File: config.mk
export PLATFORM = sky130hd
export DESIGN_NAME = record_header_column_locator
export DESIGN_NICKNAME = d
export VERILOG_FILES = /design/src/sv/rhcl_pkg.sv /design/src/sv/record_header_column_locator.sv /design/src/sv/rhcl_parse_core.sv
export SDC_FILE = /design/constraint.sdc
export NUM_CORES = 1
export LEC_CHECK = 0
export BUFFER_PORTS_ARGS = -buffer_cell sky130_fd_sc_hd__clkbuf_2
export CORE_AREA = 2 2 189 191
export DETAILED_ROUTE_END_ITERATION = 6
export DIE_AREA = 0 0 191 193
export GPL_ROUTABILITY_DRIVEN = 1
export SLEW_MARGIN = 0
export SYNTH_ARGS = -nofsm -noshare
export SYNTH_HDL_FRONTEND = slang
export SYNTH_SLANG_ARGS = --single-unit
File: constraint.sdc
create_clock -name i_clk -period 10.1 [get_ports i_clk]
set_clock_uncertainty 0.15 [all_clocks]
set_input_delay 2.02 -clock i_clk [delete_from_list [all_inputs] [get_ports i_clk]]
set_output_delay 2.02 -clock i_clk [all_outputs]
set_load 0.05 [all_outputs]
File: src/sv/rhcl_pkg.sv
// ----------------------------------------------------------------------------
// rhcl_pkg
// Shared types, phase codes and serial-type length lookup for the record
// header column locator.
// ----------------------------------------------------------------------------
package rhcl_pkg;

    localparam int BYTE_W   = 8;
    localparam int LEN_W    = 16;
    localparam int OFF_W    = 24;
    localparam int ACC_W    = 32;
    localparam int PHASE_W  = 3;
    localparam int VCNT_W   = 3;

    localparam logic [PHASE_W-1:0] PH_IDLE   = 3'd0;
    localparam logic [PHASE_W-1:0] PH_RECLEN = 3'd1;
    localparam logic [PHASE_W-1:0] PH_ROWID  = 3'd2;
    localparam logic [PHASE_W-1:0] PH_HDRLEN = 3'd3;
    localparam logic [PHASE_W-1:0] PH_TYPES  = 3'd4;
    localparam logic [PHASE_W-1:0] PH_DONE   = 3'd5;

    localparam logic [VCNT_W-1:0] VARINT_SHORT_MAX = 3'd3;
    localparam logic [VCNT_W-1:0] VARINT_LONG_MAX  = 3'd5;

    localparam logic [OFF_W-1:0] OFFSET_MAX = 24'hFF_FFFF;

    localparam int FIXED_TYPES = 12;
    localparam logic [ACC_W-1:0] BLOB_BASE = 32'd12;
    localparam logic [3:0] FIXED_LENS [FIXED_TYPES] = '{
        4'd0, 4'd1, 4'd2, 4'd3, 4'd4, 4'd6, 4'd8, 4'd8, 4'd0, 4'd0, 4'd0, 4'd0
    };

    typedef struct packed {
        logic [LEN_W-1:0] record_length;
        logic [LEN_W-1:0] header_length;
        logic [OFF_W-1:0] data_offset;
        logic [LEN_W-1:0] type_offset;
        logic             malformed;
    } t_result;

    // text and blob both reduce to (t - 12) >> 1
    function automatic logic [ACC_W-1:0] serial_len(input logic [ACC_W-1:0] t);
        logic [ACC_W-1:0] diff;
        diff = t - BLOB_BASE;
        if (t < BLOB_BASE) begin
            serial_len = ACC_W'(FIXED_LENS[t[3:0]]);
        end else begin
            serial_len = {1'b0, diff[ACC_W-1:1]};
        end
    endfunction

endpackage

File: src/sv/record_header_column_locator.sv
// ----------------------------------------------------------------------------
// record_header_column_locator
// Walks a table-leaf record header byte by byte and reports where the data
// and serial type of a chosen column sit.
// ----------------------------------------------------------------------------
//  channel   direction  handshake            payload
//  input     in         i_valid / o_ready    i_record_byte, i_record_start,
//                                            i_target_column
//  result    out        o_valid / i_ready    o_record_length, o_header_length,
//                                            o_data_offset, o_type_offset,
//                                            o_malformed
//
//  one record byte per cycle unless a held result stalls parsing; an accepted byte waits in the input register
//  a result is written to the output register when the parse core steps its last byte
//  the varint step and offset add in the parse core are combinational
//  a held result stalls parsing; the input register takes one byte, then stalls
//  synchronous active-low reset returns the parser to idle
// ----------------------------------------------------------------------------
module record_header_column_locator #(
    parameter int MAX_COLUMNS = 256
) (
    input  logic                            i_clk,
    input  logic                            i_rst_n,
    input  logic                            i_valid,
    output logic                            o_ready,
    input  logic [rhcl_pkg::BYTE_W-1:0]     i_record_byte,
    input  logic                            i_record_start,
    input  logic [rhcl_pkg::BYTE_W-1:0]     i_target_column,
    output logic                            o_valid,
    input  logic                            i_ready,
    output logic [rhcl_pkg::LEN_W-1:0]      o_record_length,
    output logic [rhcl_pkg::LEN_W-1:0]      o_header_length,
    output logic [rhcl_pkg::OFF_W-1:0]      o_data_offset,
    output logic [rhcl_pkg::LEN_W-1:0]      o_type_offset,
    output logic                            o_malformed
);
    import rhcl_pkg::*;

    logic              r_in_valid;
    logic [BYTE_W-1:0] r_in_byte;
    logic              r_in_start;
    logic [BYTE_W-1:0] r_in_target;
    logic              r_out_valid;
    t_result           r_out;

    logic    w_advance;
    logic    w_res_valid;
    t_result w_res;

    assign w_advance = r_in_valid && (!r_out_valid || i_ready);
    assign o_ready   = !r_in_valid || w_advance;

    rhcl_parse_core #(
        .MAX_COLUMNS(MAX_COLUMNS)
    ) u_core (
        .i_clk           (i_clk),
        .i_rst_n         (i_rst_n),
        .i_step          (w_advance),
        .i_record_byte   (r_in_byte),
        .i_record_start  (r_in_start),
        .i_target_column (r_in_target),
        .o_result_valid  (w_res_valid),
        .o_result        (w_res)
    );

    always_ff @(posedge i_clk) begin
        if (!i_rst_n) begin
            r_in_valid <= 1'b0;
        end else if (o_ready) begin
            r_in_valid <= i_valid;
        end
    end

    always_ff @(posedge i_clk) begin
        if (o_ready && i_valid) begin
            r_in_byte   <= i_record_byte;
            r_in_start  <= i_record_start;
            r_in_target <= i_target_column;
        end
    end

    always_ff @(posedge i_clk) begin
        if (!i_rst_n) begin
            r_out_valid <= 1'b0;
        end else if (!r_out_valid || i_ready) begin
            r_out_valid <= w_advance && w_res_valid;
        end
    end

    always_ff @(posedge i_clk) begin
        if (w_advance && w_res_valid) begin
            r_out <= w_res;
        end
    end

    assign o_valid         = r_out_valid;
    assign o_record_length = r_out.record_length;
    assign o_header_length = r_out.header_length;
    assign o_data_offset   = r_out.data_offset;
    assign o_type_offset   = r_out.type_offset;
    assign o_malformed     = r_out.malformed;

endmodule

File: src/sv/rhcl_parse_core.sv
// ----------------------------------------------------------------------------
// rhcl_parse_core
// Per-byte varint decoder and header walker; holds the parse state and
// produces at most one result for each stepped byte.
// ----------------------------------------------------------------------------
module rhcl_parse_core #(
    parameter int MAX_COLUMNS = 256
) (
    input  logic                            i_clk,
    input  logic                            i_rst_n,
    input  logic                            i_step,
    input  logic [rhcl_pkg::BYTE_W-1:0]     i_record_byte,
    input  logic                            i_record_start,
    input  logic [rhcl_pkg::BYTE_W-1:0]     i_target_column,
    output logic                            o_result_valid,
    output rhcl_pkg::t_result               o_result
);
    import rhcl_pkg::*;

    localparam int CW = $clog2(MAX_COLUMNS);

    logic [PHASE_W-1:0] r_phase,  n_phase;
    logic [ACC_W-1:0]   r_acc,    n_acc;
    logic [VCNT_W-1:0]  r_cnt,    n_cnt;
    logic [LEN_W-1:0]   r_pos,    n_pos;
    logic [OFF_W-1:0]   r_doff,   n_doff;
    logic [CW-1:0]      r_cols,   n_cols;
    logic [LEN_W-1:0]   r_reclen, n_reclen;
    logic [LEN_W-1:0]   r_hdrlen, n_hdrlen;
    logic [LEN_W-1:0]   r_hlpos,  n_hlpos;

    always_comb begin
        logic               active;
        logic               cont;
        logic [VCNT_W-1:0]  maxb;
        logic [PHASE_W-1:0] cur_phase;
        logic [ACC_W-1:0]   value;
        logic [LEN_W-1:0]   next_pos;
        logic [ACC_W-1:0]   len;
        logic [ACC_W:0]     sum;

        n_phase  = r_phase;
        n_acc    = r_acc;
        n_cnt    = r_cnt;
        n_pos    = r_pos;
        n_doff   = r_doff;
        n_cols   = r_cols;
        n_reclen = r_reclen;
        n_hdrlen = r_hdrlen;
        n_hlpos  = r_hlpos;
        o_result_valid = 1'b0;
        o_result = '0;
        active   = 1'b0;
        cont     = 1'b0;
        maxb     = VARINT_LONG_MAX;
        cur_phase = r_phase;
        value    = '0;
        next_pos = '0;
        len      = '0;
        sum      = '0;

        if (i_step) begin
            active = 1'b1;
            if (i_record_start) begin
                n_phase  = PH_RECLEN;
                n_acc    = '0;
                n_cnt    = '0;
                n_pos    = '0;
                n_doff   = '0;
                n_reclen = '0;
                n_hdrlen = '0;
                n_hlpos  = '0;
                if (int'(i_target_column) > MAX_COLUMNS - 1) begin
                    n_cols = CW'(MAX_COLUMNS - 1);
                end else begin
                    n_cols = CW'(i_target_column);
                end
            end else if (r_phase == PH_IDLE || r_phase >= PH_DONE) begin
                active = 1'b0;
            end else begin
                n_pos = r_pos + 1'b1;
            end

            if (active) begin
                cur_phase = n_phase;
                n_acc = {n_acc[ACC_W-8:0], i_record_byte[6:0]};
                n_cnt = n_cnt + 1'b1;
                if (cur_phase == PH_RECLEN || cur_phase == PH_HDRLEN) begin
                    maxb = VARINT_SHORT_MAX;
                end
                cont = i_record_byte[7] && (n_cnt < maxb);
                if (!cont) begin
                    value    = n_acc;
                    n_acc    = '0;
                    n_cnt    = '0;
                    next_pos = n_pos + 1'b1;
                    unique case (cur_phase)
                        PH_RECLEN: begin
                            n_reclen = value[LEN_W-1:0];
                            n_phase  = PH_ROWID;
                        end
                        PH_ROWID: begin
                            n_hlpos = next_pos;
                            n_phase = PH_HDRLEN;
                        end
                        PH_HDRLEN: begin
                            n_hdrlen = value[LEN_W-1:0];
                            n_doff   = OFF_W'(n_hlpos) + OFF_W'(value[LEN_W-1:0]);
                            if (n_cols == '0) begin
                                o_result_valid = 1'b1;
                                o_result.record_length = n_reclen;
                                o_result.header_length = n_hdrlen;
                                o_result.data_offset   = n_doff;
                                o_result.type_offset   = next_pos;
                                n_phase = PH_DONE;
                            end else begin
                                n_phase = PH_TYPES;
                            end
                        end
                        PH_TYPES: begin
                            len = serial_len(value);
                            sum = (ACC_W+1)'(n_doff) + {1'b0, len};
                            if (sum > (ACC_W+1)'(OFFSET_MAX)) begin
                                n_doff = OFFSET_MAX;
                            end else begin
                                n_doff = sum[OFF_W-1:0];
                            end
                            n_cols = n_cols - 1'b1;
                            if (OFF_W'(next_pos) > n_doff) begin
                                o_result_valid = 1'b1;
                                o_result.record_length = n_reclen;
                                o_result.header_length = n_hdrlen;
                                o_result.malformed     = 1'b1;
                                n_phase = PH_DONE;
                            end else if (n_cols == '0) begin
                                o_result_valid = 1'b1;
                                o_result.record_length = n_reclen;
                                o_result.header_length = n_hdrlen;
                                o_result.data_offset   = n_doff;
                                o_result.type_offset   = next_pos;
                                n_phase = PH_DONE;
                            end
                        end
                        default: begin
                        end
                    endcase
                end
            end
        end
    end

    always_ff @(posedge i_clk) begin
        if (!i_rst_n) begin
            r_phase  <= PH_IDLE;
            r_acc    <= '0;
            r_cnt    <= '0;
            r_pos    <= '0;
            r_doff   <= '0;
            r_cols   <= '0;
            r_reclen <= '0;
            r_hdrlen <= '0;
            r_hlpos  <= '0;
        end else begin
            r_phase  <= n_phase;
            r_acc    <= n_acc;
            r_cnt    <= n_cnt;
            r_pos    <= n_pos;
            r_doff   <= n_doff;
            r_cols   <= n_cols;
            r_reclen <= n_reclen;
            r_hdrlen <= n_hdrlen;
            r_hlpos  <= n_hlpos;
        end
    end

endmodule

## Yosys cells after proc, flatten, opt, wreduce, memory -nomap -nowiden

Memories as Yosys holds them, arrays and structs flattened.
Index checks and enable logic that the tools add are counted.

| storage, ports and cells | value |
|---|---|
| register bits | 219 |
| latch bits | 0 |
| RAM bits | 0 |
| memory bits (read-only) | 64 |
| input bits | 21 |
| output and inout port bits | 75 |
| logic and storage cells | 129 |
| memories | 1 |

| cells by class | value |
|---|---|
| add/subtract/negate cells | 7 |
| $mul | 0 |
| divide/modulo/power cells | 0 |
| magnitude comparators | 6 |
| equality and inequality tests | 4 |
| shift operators | 0 |
| muxes and demuxes | 73 |
| bitwise operators | 4 |
| reductions and logical operators | 15 |

Memory list:

| memory | depth | width | read ports | clocked after Yosys merged registers in | write ports | RTL line | RTL |
|---|---|---|---|---|---|---|---|
| (no name shown) | 16 | 4 | 1 | 0 | 0 | rhcl_pkg.sv:46 | `serial_len = ACC_W'(FIXED_LENS[t[3:0]]);` |

Operators by type and width:

| kind | number |
|---|---|
| 16-bit 2-to-1 mux | 16 |
| 24-bit 2-to-1 mux | 9 |
| 32-bit 2-to-1 mux | 5 |
| 72-bit 2-to-1 mux | 2 |
| 72-bit case mux with 2 select lines | 1 |
| 25-bit 2-to-1 mux | 4 |
| 24-bit case mux with 2 select lines | 1 |
| 40-bit 2-to-1 mux | 1 |
| 8-bit 2-to-1 mux | 5 |
| 3-bit 2-to-1 mux | 13 |
| 24-bit by 32-bit adder with 33-bit output | 1 |
| 33-bit by 24-bit > comparator with 1-bit output (second input constant) | 1 |
| 16-bit by 1-bit adder with 16-bit output (second input constant) | 2 |
| 32-bit by 4-bit < comparator with 1-bit output (second input constant) | 1 |
| 32-bit by 4-bit subtractor with 32-bit output (second input constant) | 1 |
| 31-bit 2-to-1 mux | 1 |
| 16-bit by 24-bit > comparator with 1-bit output | 1 |
| 16-bit by 16-bit adder with 17-bit output | 1 |
| 8-bit logical NOT | 2 |
| 3-bit case mux with 4 select lines | 1 |
| 1-bit 2-to-1 mux | 11 |
| 4-bit 2-to-1 mux | 2 |
| 8-bit by 1-bit subtractor with 8-bit output (second input constant) | 1 |
| 3-bit by 2-bit == test with 1-bit output (second input constant) | 2 |
| other kinds (15) | 24 |

## Longest topological paths before layout

Gate-level depths: netlist of the first run.

| depth | value |
|---|---|
| depth after elaboration | 28 |
| mapped depth | 36 |
| gate-level depth less buffers | 28 |

## Modules after synthesis

From an unflattened synthesis of the first run, not the netlist that was laid out.

| unflattened totals | value |
|---|---|
| cell total of the unflattened synthesis | 1542 |
| area, all modules | 13462.9 um^2 |

Modules (own cells, without submodules):

| module | times used | cells each | area an instance (um^2) | seq. area each (um^2) |
|---|---|---|---|---|
| rhcl_parse_core | 1 | 1439 | 10647.7 | 2542.4 |
| record_header_column_locator | 1 | 103 | 2815.2 | 2742.6 |

## Worst setup path before layout of the first run

OpenSTA, ideal clock, no wires.

| timing | value |
|---|---|
| path type | register -> register |
| start | register r_in_start |
| end | register r_out, in the netlist o_record_length[10] (data pin) |
| library setup time | 0.255 ns |
| arrival | 7.693 ns |
| required time | 9.695 ns |
| setup slack | 2.002 ns |
| cell stages (with the launch flop) | 32 |
| path buffers | 13 |
| period minus slack after synthesis | 8.098 ns |
| cell sequence | edfxtp_1 clkbuf_1 buf_1 buf_1 clkbuf_1 clkbuf_1 clkbuf_1 clkbuf_1 clkbuf_1 o21ai_0 a21oi_1 ha_1 clkbuf_1 and4_1 and4_1 o31a_1 o41ai_1 nor3_1 a22o_1 nand4_4 buf_2 buf_1 clkbuf_1 nor2_1 ha_1 nand4_1 or3_1 a2111o_1 o211ai_4 o211ai_4 buf_4 and2_1 |

| between the ends | value |
|---|---|
| longest elaborated chain between the ends | 18 |
| elaborated cells on any way between the ends | 50 |
| those cells by class | add/sub: 5; order compare: 4; eq/ne: 3; mux: 32; bitwise: 1; reduce/logical: 5 |

RTL lines:

| item | RTL line | RTL |
|---|---|---|
| start, declared | record_header_column_locator.sv:41 | `logic r_in_start;` |
| start signal, assigned | record_header_column_locator.sv:77 | `r_in_start <= i_record_start;` |
| 25-bit 2-to-1 mux | rhcl_parse_core.sv:64 | `if (i_record_start) begin` |
| 25-bit 2-to-1 mux | rhcl_parse_core.sv:62 | `if (i_step) begin` |
| 32-bit by 4-bit subtractor with 32-bit output / 32-bit by 4-bit < comparator with 1-bit output (equally long branches) | rhcl_pkg.sv:44, rhcl_pkg.sv:45 |  |
| 31-bit 2-to-1 mux | rhcl_pkg.sv:45 | `if (t < BLOB_BASE) begin` |
| 32-bit 2-to-1 mux | rhcl_parse_core.sv:97 | `unique case (cur_phase)` |
| 32-bit 2-to-1 mux | rhcl_parse_core.sv:92 | `if (!cont) begin` |
| 32-bit 2-to-1 mux | rhcl_parse_core.sv:84 | `if (active) begin` |
| 32-bit 2-to-1 mux | rhcl_parse_core.sv:62 |  |
| [... 2 more ...] | -- |  |
| 24-bit 2-to-1 mux | rhcl_parse_core.sv:123 | `if (sum > (ACC_W+1)'(OFFSET_MAX)) begin` |
| 24-bit 2-to-1 mux | rhcl_parse_core.sv:97 |  |
| 24-bit 2-to-1 mux | rhcl_parse_core.sv:92 |  |
| 24-bit 2-to-1 mux | rhcl_parse_core.sv:84 |  |
| 24-bit 2-to-1 mux | rhcl_parse_core.sv:62 |  |
| 16-bit by 24-bit > comparator with 1-bit output | rhcl_parse_core.sv:129 | `if (OFF_W'(next_pos) > n_doff) begin` |
| 32-bit 2-to-1 mux | rhcl_parse_core.sv:129 |  |
| 72-bit case mux with 2 select lines | rhcl_parse_core.sv:97 |  |
| end signal, assigned | record_header_column_locator.sv:92 | `r_out <= w_res;` |
| end, declared | record_header_column_locator.sv:44 | `t_result r_out;` |

Several ways; a longest one is shown, not always the timed one. The select of a mux whose other input is x is not followed.
A chain may end at the register's enable or synchronous reset.

## Worst setup path in the final report of the first run

| timing | value |
|---|---|
| start | register r_in_byte[3] |
| end | register r_out, in the netlist o_data_offset[8] (data pin) |

| between the ends | value |
|---|---|
| longest elaborated chain between the ends | 19 |
| elaborated cells on any way between the ends | 24 |
| those cells by class | add/sub: 3; order compare: 3; mux: 16; bitwise: 1; memory: 1 |

RTL lines:

| item | RTL line | RTL |
|---|---|---|
| start, declared | record_header_column_locator.sv:40 | `logic [BYTE_W-1:0] r_in_byte;` |
| start signal, assigned | record_header_column_locator.sv:76 | `r_in_byte <= i_record_byte;` |
| branches (longest 18 deep; another with 24-bit by 32-bit adder with 33-bit output) | -- |  |
| 72-bit case mux with 2 select lines (*) | rhcl_parse_core.sv:97 |  |

Mark *: on every way between the ends. The select of a mux whose other input is x is not followed.

==> metrics.cfg, run 1 <==
[status]
outcome=finished, final reports clean

[synth]
synth_edf_count=90
yosys-top-cells-area=edfxtp_1 (20%), dfxtp_1 (19%), nor2b_1 (6.2%), ha_1 (4.8%), a22oi_1 (4.4%)
postSynthAreaPerCell_sq_um=8.89
ys_seq_elements=219
yosys.cell_types.count=91
ys_seq_area_frac=0.385
synth_common_cells=nand2_1 (139), nor2b_1 (137), dfxtp_1 (129)
synth_top_area_share=0.197
synth_top_flop_cell=dfxtp_1
yosysMostFrequentCell=nand2_1
synth_cells=1544
ys_async_sr_fraction=0
yosys_warnings=0
netlist_area_sq_um=13700
synth_nets=1620
synth_area_leader_cell=edfxtp_1

[clocking]
cts_buffer_depth=3
cts_hold_buf=0
post_cts_buffers=0
h-tree-depth=1
cts_resized=0
clk_pin_slew_ns=0.06
cts_root_buf=clkbuf_16
clock_latency_ns=0.55
cts_tree=built
clock-sinks=219
cts-buffers-inserted=27

[timing]
drv_slew=0
hold_violations=0
worstMarginPinSlew_ns=1.30
fmax_ghz=0.117
rsz0062_at_grt=no
fin_setup_tns_ns=0
period_share=0.848
slew_headroom=0.126
setup_ws_ns=1.53
finalSetupViolCount=0
period_minus_slack_ns=8.57

[worst_setup_path]
path_class=reg2reg
crit_required_ns=10.30
reg2reg_slack_ns=1.53
crit_path_max_incr_delay_ns=0.59
start_kind=flip-flop
cp_num_buf_inv=2
cpLargestDelayFamily=simple AND/OR/NAND/NOR gates
crit_fanout=35
arrival_ns=8.76
cp_slowest_cell=edfxtp_1
cpMostUsedCell=ha_1
setup.worst_path.end_class=flip-flop

[pwr]
power_frac_comb=0.109
p_sw_frac=0.258
p_per_area_nw_per_um2=142
p_int_uw=1630
seqPwrFrac=0.429
leakage_uw=0.00549
p_clk_frac=0.462
peakVddDrop_v=0.000103
p_switching_uw=566

[routing]
postRouteAntennaNets=0
vias=11800
wl_um=41800
via_per_inst=5.70
post-route-drc-count=0
drt_iter0_drc=939
first_pass_iters=7
wire_per_inst_um=20.2

[die]
ios=96
core_sq_um=35000
initial_core_util=0.393
die_area_sq_um=36900
rows=69
chipHeight_um=193
dieWidth_um=191

[global_routing]
gr-total-overflow=0
grt_max_degree=131
track_usage=0.226
grt_pass1_vias=11300
antenna_found_initial=0
grt_first_pass_wirelength_um=64900

[final_layout]
drive_gt1_frac=0.127
final_net_count=1664
area_growth_pct=12.4
final_util=0.441
diodes=0

[placement]
hpwl_um=30200
gp_congestion=0.933
preCtsSetupSlack_ns=1.61
port-buffer-count=95

[job]
cap_violations=0

[min_path]
worstHoldPathType=reg2reg

==> per-stage QoR <==
step | hold slack, ns | cells | instance area [sq um] | total power [uW]
after floorplan | 0.279 | 1544 | 13700 | 1120
after global placement | 0.293 | 2020 | 14500 | 1190
after detailed placement | 0.297 | 2020 | 14500 | 1190
after CTS | 0.309 | 2070 | 15400 | 2210
after global routing | 0.336 | 2070 | 15400 | 2270
final | 0.316 | 2070 | 15400 | 2190
==> worst paths after layout <==
kind                            end               from  depth (start not counted)
setup / recovery   o_data_offset[8]       r_in_byte[3]                         27
hold / removal    u_core.r_doff[11]  u_core.r_doff[11]                          2
setup reg to reg   o_data_offset[8]       r_in_byte[3]                         27
hold reg to reg   u_core.r_doff[11]  u_core.r_doff[11]                          2
==> worst reg2reg max path, delay by kind of cell, from the launching register on <==
family          cells  cell delay, ns
simple gates       11            3.59
compound gates     10            2.42
fa+ha+maj           4            1.27
flops               1            0.59
buf+inv             2            0.37
==> power groups by stage <==
stage          Clock (uW)  Combinational (uW)  Sequential (uW)
6_report             1010                 238              941
4_1_cts              1040                 235              940
3_3_place_gp            0                 233              959
5_1_grt              1070                 259              942
2_1_floorplan           0                 172              950
3_5_place_dp            0                 233              959
==> placed cells by master (no fill, tap or decap), drive strengths merged, types with 11 or more instances in the layout <==
master	synthesis	routed
nand2	140	140
nor2b	137	137
clkbuf	74	131
dfxtp	129	129
nor2	107	107
edfxtp	90	90
o21ai	82	82
a22oi	81	81
a21oi	80	80
xnor2	53	53
ha	53	53
inv	45	47
and2	37	37
a21boi	37	37
xor2	36	36
nand3	32	32
nor3	26	26
o22ai	22	22
nor4	20	20
buf	24	19
a21o	18	18
a22o	18	18
nand4	13	13
nand2b	12	12
or3	12	12
o21a	11	11
==> cell families (layout without fill, tap and decap cells) <==
logic type	count (synthesis)	in the layout	synth area share
fa+ha+maj	58	58	0.0534
flops	219	219	0.385
compound gates	449	449	0.231
xor+xnor	89	89	0.0568
simple gates	576	576	0.223
buf+inv	143	208	0.0431
mux	10	10	0.00729
==> routing by layer <==
layer  track usage  vias up  routed length, um
met1         0.297     5712              18600
met4        0.0915        0               1480
met5             0        -                  0
met3        0.0252       74               1960
li1              -     5701                  -
met2         0.378      317              19800
==> sequential cells by signal (all words and copies together), names as in the netlist, 8 cells and up <==
name and cells:
o_data_offset 24, o_header_length 16, o_record_length 16, o_type_offset 16, r_in_byte 8, r_in_target 8, u_core.r_acc 25, u_core.r_cols 8
u_core.r_doff 24, u_core.r_hdrlen 16, u_core.r_hlpos 16, u_core.r_pos 16, u_core.r_reclen 16
==> cell type report <==
cell class              instances  area (sq um)
flip-flops and latches        219          5290
multi-input cells            1182          7860
repair buffers                113           611
clock buffers                  37           753
inverters                      45           169
clock inverters                13           174
fillers                      3460         19500
well taps                     461           577
(Power assumes the default switching activity.)
==> run 2: changes to the inputs <==
- clock period: 10.1 -> 8.35 ns (I/O delays scaled with it)
==> metrics.cfg, run 2 (synthesis gave the netlist of run 1 again) <==
[min_path]
min_from=u_core.r_doff[19]
hold_end=u_core.r_doff[19]
worstHoldPathType=reg2reg
min_path_cells=2

[die]
rows=69
initial_core_util=0.393
chipHeight_um=193
ios=96
die_area_sq_um=36900
dieWidth_um=191
core_sq_um=35000

[routing]
wl_um=42400
wire_per_inst_um=20.4
postRouteAntennaNets=0
drt_iter0_drc=1045
post-route-drc-count=0
via_per_inst=5.74
first_pass_iters=6
vias=12000

[worst_setup_path]
r2r-end=o_data_offset[12]
startpoint=r_in_byte[4]
crit_path_max_incr_delay_ns=0.65
start_kind=flip-flop
path_class=reg2reg
crit_required_ns=8.52
reg2reg_slack_ns=0.36
cp_slowest_cell=or4_1
crit_fanout=18
arrival_ns=8.16
path_cells=or3_4 > or3_1 > or4_1 > o41ai_1 > ha_1 > o21ai_0 > o21ai_0 > nand4_1 > a211oi_1 > nor4_1 > o31a_1 > nor3_2 > nand4_4 > nor2_1 > ha_1 > a21o_1 > a21o_1 > a21oi_1 > o2111ai_1 > and4bb_1 > o211ai_4 > nand3_4 > o32ai_1
setup.worst_path.end_class=flip-flop
regToRegStartpoint=r_in_byte[4]
rr_worst_depth=23

[placement]
dp.cells=2026
gp_congestion=0.929
port-buffer-count=95
hpwl_um=31000

[global_routing]
grt_first_pass_wirelength_um=64600
grt_max_degree=115
grt.met3_usage=0.0284
track_usage=0.225
use_met1=0.299
gr-total-overflow=0
antenna_found_initial=0
grt_use_met2=0.374
grt_pass1_vias=11200
busiest_layer=met2

[clocking]
cts_tree=built
cts_root_buf=clkbuf_16
clock_latency_ns=0.55
h-tree-depth=1
cts-buffers-inserted=28
clock-sinks=219
cts_buffer_depth=3
clk_pin_slew_ns=0.06
cts_hold_buf=0

[timing]
hold_violations=0
slew_headroom=0.0450
finalSetupViolCount=0
period_minus_slack_ns=7.99
drv_slew=0
fmax_ghz=0.125
worstMarginPinSlew_ns=1.42
hold_slack_ns=0.314
rsz0062_at_grt=yes
period_share=0.957

[final_layout]
drive_gt1_frac=0.136
top_register=u_core.r_acc
layout_commonest_cell=nand2_1
final_net_count=1675
largest_register_ff_count=25
final_cell_mix=nand2_1 (139), nor2b_1 (137), dfxtp_1 (129)
area_growth_pct=14.7
fin_cells=2082
diodes=0

[pwr]
leakage_uw=0.00564
p_per_area_nw_per_um2=185
peakVddDrop_v=0.000152

[job]
cap_violations=0

[status]
outcome=finished, final reports clean

-- run 2: changes by cell type in the layout (fill, tap and decap cells not counted), moves of 2 or more --
cell       change
buf_4          +7
bufinv_16      +7
clkbuf_1       -4
clkbuf_16      +2
clkbuf_8       -2
clkinv_2       -2
clkinv_4       +2
-- run 2: final cells by class --
cell class	count	area, sq um
repair buffers	122	694
clock inverters	19	379
well taps	461	577
clock buffers	33	761
flip-flops and latches	219	5290
multi-input cells	1183	7870
fillers	3396	19200
inverters	45	169
-- run 2: stage by stage --
stage          power (uW)  TNS (ns)  instance area, sq um  worst slack (ns)  utilization
6_report             2920         0                 15700             0.362        0.450
5_1_grt              3010    -0.752                 15700           -0.0274        0.450
4_1_cts              2930         0                 15700             0.326        0.449
3_5_place_dp         1450         0                 14600             0.349        0.416
3_3_place_gp         1450         0                 14600             0.434        0.416
2_1_floorplan        1360         0                 13700             0.252            -
-- run 2: worst max-delay path: cells and delay by family, from the launching register on --
family / cells / cell delay (ns)
AOI/OAI and AO/OA: 11 / 3.07
and+or+nand+nor: 10 / 3.34
DFF: 1 / 0.56
adders and majority gates: 2 / 0.63
-- run 2: per-layer routing --
metal	wire length, um	up-vias
met2	20200	375
met4	1470	0
met1	18500	5755
met3	2280	86
li1	-	5737
met5	0	-
-- run 2: how the worst max path moves through the flow --
stage,slack (ns),depth (start not counted),endpoint
after CTS,0.33,23,o_data_offset[7]
final,0.36,23,o_data_offset[12]
after detailed placement,0.35,23,o_data_offset[11]
after global routing,-0.03,24,o_data_offset[7]
after floorplan,0.25,31,o_record_length[10]
after global placement,0.43,24,o_type_offset[8]
-- run 2: repair_timing --
| item | CTS | global route |
|---|---|---|
| resized for setup | 0 | 2 |
| buffers inserted | 0 | 3 |
| setup endpoints to repair | 0 | 82 |
-- run 2: where the power goes --
part / leakage [uW] / switching, uW / internal [uW]
clock: 0.000557 / 494 / 989
sequential: 0.00180 / 15.5 / 1120
combinational: 0.00328 / 201 / 96.0
